==> src/sv/ltes_ram.sv <==
// ----------------------------------------------------------------------------
// ltes_ram
// Generic single-port-write, single-read RAM with registered read data.
// ----------------------------------------------------------------------------
`default_nettype none
module ltes_ram #(
    parameter int WIDTH = 64,
    parameter int DEPTH = 65
) (
    input  wire logic                     i_clk,
    input  wire logic                     i_we,
    input  wire logic [$clog2(DEPTH)-1:0] i_waddr,
    input  wire logic [WIDTH-1:0]         i_wdata,
    input  wire logic [$clog2(DEPTH)-1:0] i_raddr,
    output logic      [WIDTH-1:0]         o_rdata
);
    logic [WIDTH-1:0] r_mem [DEPTH];

    // write port and registered read
    always_ff @(posedge i_clk) begin
        if (i_we) begin
            r_mem[i_waddr] <= i_wdata;
        end
        o_rdata <= r_mem[i_raddr];
    end
endmodule
`default_nettype wire

==> config.mk <==
export PLATFORM = sky130hd
export DESIGN_NAME = ltes_ram
export DESIGN_NICKNAME = d
export VERILOG_FILES = /design/src/sv/ltes_ram.sv
export SDC_FILE = /design/constraint.sdc
export NUM_CORES = 2
export LEC_CHECK = 0
export ABC_CLOCK_PERIOD_IN_PS = 9400
export BUFFER_PORTS_ARGS = -buffer_cell sky130_fd_sc_hd__buf_2
export CORE_UTILIZATION = 45
export CTS_CLUSTER_DIAMETER = 100
export DETAILED_ROUTE_END_ITERATION = 8
export GPL_ROUTABILITY_DRIVEN = 1
export GPL_TIMING_DRIVEN = 0
export SKIP_CTS_REPAIR_TIMING = 1
export SYNTH_ARGS = -nofsm -noshare
export SYNTH_HDL_FRONTEND = slang
export SYNTH_MEMORY_MAX_BITS = 65536
export SYNTH_SLANG_ARGS = --single-unit
==> constraint.sdc <==
create_clock -name i_clk -period 9.4 [get_ports i_clk]
set_input_delay 1.88 -clock i_clk [delete_from_list [all_inputs] [get_ports i_clk]]
set_output_delay 1.88 -clock i_clk [all_outputs]
set_load 0.005 [all_outputs]
# [Word level (Yosys, flattened, before mapping)]
# Memory sizes are Yosys's and may differ from the RTL's. A register that Yosys moved wholly into a read port is not among the register bits.
# Cells that the tools add are included.
[totals] mem_count=1 output_inout_bits=64 wordCells=3 inputBits=80 mem_bits_rw=4160 ff_bits=0
[op_classes] mux=2
[memory_table] name="r_mem" depth=65 word_bits=64 rd=1 rd_clocked_by_memory_dff=1 write_ports=1 line_no="17" text="logic [WIDTH-1:0] r_mem [DEPTH];"
[ops] operator="2-to-1 mux 1 bit" n=2

# [Logic depth before layout (Yosys ltp)]
[depth] depth_word=2 ltp_mapped=10 mapped_depth_nobuf=6

# [Worst setup path after synthesis]
# OpenSTA, ideal clock, no wires.
[synth_timing] path_kind="input to register" start="input port i_we" end="memory r_mem[18][0], enable pin" arrival_ns=6.820 required_time_ns=8.835 stages=3 n_path_buf=1 slack_ns=2.015 cell_sequence="clkbuf_1 -> nand3_1 -> nor3_1"
[synth_between] elab_chain_len=2
[synth_rtl] item="start: declaration" line_no="11" text="input wire logic i_we,"
[synth_rtl] item="2-to-1 mux 1 bit" line_no="21" text="if (i_we) begin"
[synth_rtl] item="2-to-1 mux 1 bit (implied by the code)" line_no="22" text="r_mem[i_waddr] <= i_wdata;"
[synth_rtl] item="end: declaration" line_no="17"
# No other way between the ends.

==> results_dict.tcl <==
set metrics [dict create \
    status "finished, violations left" \
    failed_checks "max-capacitance violations, max-slew violations" \
    num-nets-final 8344 \
    synth.distinct_cells 40 \
    ir_worst_vdd_uv 159 \
    reg2reg_slack_ns 6.70 \
    final_hold_viol_count 0 \
    drt-vias-per-instance 5.99 \
    clk_pin_slew_ns 0.06 \
    tightest_slew_ns 1.55 \
    ys_warn_count 0 \
    critical_path.max_stage_delay_ns 1.01 \
    wirelength_mm 437 \
    grt_pass1_vias 80600 \
    synth-edff-count 4160 \
    yosysTopAreaCell "edfxtp_1" \
    syn_area_per_cell_um2 21.4 \
    min_path_cells 4 \
    seq_area_frac_synth_pct 79.0 \
    synthTopCellsByArea "edfxtp_1 78%, mux4_2 9.0%, mux2i_1 5.2%" \
    syn2layout_area_growth_pct 15.5 \
    slowest_stage "buf_2" \
    antenna_found_initial 47 \
    hold_class "reg -> reg" \
    ant_nets 0 \
    setup_slack_ns 3.59 \
    critPathKind "in -> reg" \
    initial_utilization_pct 45.2 \
    grt-ovfl-total 0 \
    fillCellCount 27500 \
    core_area_um2 353000 \
    gp_congestion 0.811 \
    hold_start "r_mem[15][27]" \
    cp-start-kind "input pin" \
    wl_per_cell_um 32.6 \
    portBuffers 138 \
    clkSinkCount 4224 \
    fmax_mhz 172 \
    fin_util_pct 52.3 \
    place_area_um2 171000 \
    relSlewSlack_pct -3.06 \
    grtUsageTotal_pct 24.2 \
    drive_gt1_share_pct 22.7 \
    synth-async-reset-ratio_pct 0 \
    multi_input_area_um2 31900 \
    cp.required_ns 10.13 \
    setup.worst_path.end "o_rdata[11]" \
    post-route-min-period_ns 5.81 \
    dieWidth_um 598 \
    powerDensity_nw_per_um2 212 \
    path_common_cell "buf_2" \
    drt_iter0_drc 9342 \
    startpoint "i_raddr[4]" \
    maxCapViolations 1 \
    synth_area_um2 160000 \
    seq_area_um2 126000 \
    boundaryPins 144 \
    rsz0062_at_grt "false" \
    place_ws_ns 2.65 \
    cts.path.max_buffers 4 \
    fin_skew_ns 0.0430 \
    cts_max_level 5 \
    num_vias 80300 \
    cts_tree "built" \
    drtPass1Iterations 6 \
    path_cells "clkbuf_1 -> buf_2 -> buf_4 -> buf_2 -> buf_2 -> mux2i_1 -> o21ai_0 -> a221o_1" \
    reg2reg_from "r_mem[38][21]" \
    p_total_mw 39.2 \
    r2r_cells 5 \
    slew_viol_final 11 \
    fin_tns_setup_ns 0 \
    clock_latency_ns 0.97 \
    dieArea_um2 357000 \
    fin_crit_sh_pct 61.8 \
    synthDominantCellAreaShare_pct 78.2 \
    synth_ff_type "edfxtp_1" \
    yosys_register_bits 4224 \
    syn_nets 7550 \
    cts_buffers 427 \
    stdcell_area_um2 185000 \
    syn_inst 7470 \
    crit_path_end_kind "register" \
    power.leakage_nw 59.4 \
    worstPathArrival_ns 6.54 \
    root_buffer "clkbuf_16" \
    setup_violations 0 \
    row_count 218 \
    place_hpwl_mm 301 \
    cp_max_fo 12 \
    grt_pass1_wl_mm 610 \
    r2r-end "o_rdata[21]" \
    die_y_um 598 \
    grt_max_degree 66 \
    drcViolationCount 0 \
]
worst min path at each step:
stage	end	slack, ns
after detailed placement	o_rdata[4]	0.90
after global routing	o_rdata[60]	0.94
after floorplan	o_rdata[62]	0.61
after global placement	o_rdata[12]	0.88
after CTS	o_rdata[62]	0.92
final	o_rdata[27]	0.90
synthesized netlist by cell type (9+ instances only):
cell type / instances
clkbuf_1: 173
buf_1: 33
nor2_1: 126
o21ai_1: 94
edfxtp_1: 4160
buf_6: 15
mux4_2: 640
nor2b_1: 9
a21oi_1: 65
a221oi_1: 128
nand3_1: 10
nand2_1: 136
a221o_1: 64
mux2_2: 64
o221ai_1: 126
a22oi_1: 128
o21ai_0: 163
buf_4: 22
mux2i_1: 832
nor4_1: 63
nor3_1: 9
buf_2: 196
a31oi_1: 63
dfxtp_1: 64
o22ai_1: 65
state kept, by name, summed over array words and instances (netlist names):
| signal | cells |
|---|---|
| r_mem | 4160 |
| o_rdata | 64 |
power breakdown:
part / switching, mW / internal (mW) / leakage, nW
logic: 1.24 / 0.587 / 14.9
registers: 0.0238 / 20.8 / 37.9
clock network: 7.08 / 9.48 / 6.62
total: 8.35 / 30.9 / 59.4
per-layer routing:
metal  vias to the layer above  global-route usage, %  routed length (um)
met5                         -                 0.0936                 110
met4                        13                   9.00               16200
met3                       701                   4.60               36700
met2                      3686                   38.5              208000
met1                     42700                   33.5              176000
li1                      33200                      -                   -
worst max-delay path, delay by kind of cell:
kind | cells | cell delay [ns]
muxes | 1 | 0.54
buffers and inverters | 5 | 3.04
AOI/OAI and AO/OA | 2 | 1.01
logic make-up after synthesis:
logic type      synth area share (%)
compound gates                  3.91
flops                           79.0
mux                             14.7
buf+inv                         1.31
simple gates                    1.07
per-stage QoR:
step                      std cells  hold WS (ns)
after CTS                     13300         0.916
after floorplan                7470         0.608
after detailed placement      12600         0.903
after global placement        12300         0.881
after global routing          13400         0.937
final                         13400         0.896
placed cells by master, fill, tap and decap left out, drive strengths merged, types with 65 or more instances in the layout:
cell    netlist  routed
o21ai       257     257
clkbuf      173     738
nand2       136     136
clkinv        0     170
mux2i       832     832
a221oi      128     128
buf         266     631
edfxtp     4160    4160
a21oi        65      65
nor2        126     126
o22ai        65      65
mux4        640     640
o221ai      126     126
a22oi       128     128
final cells by class:
type                    instances  area share (%)
clock buffers                 565            6.29
flip-flops and latches       4224            68.4
multi-input cells            2807            17.3
repair buffers                365            2.58
diodes                         43          0.0583
clock inverters               219            1.05
well taps                    4730            3.21
plain buffers                 439            1.14
Note: power is estimated with default switching activity, not from simulation.
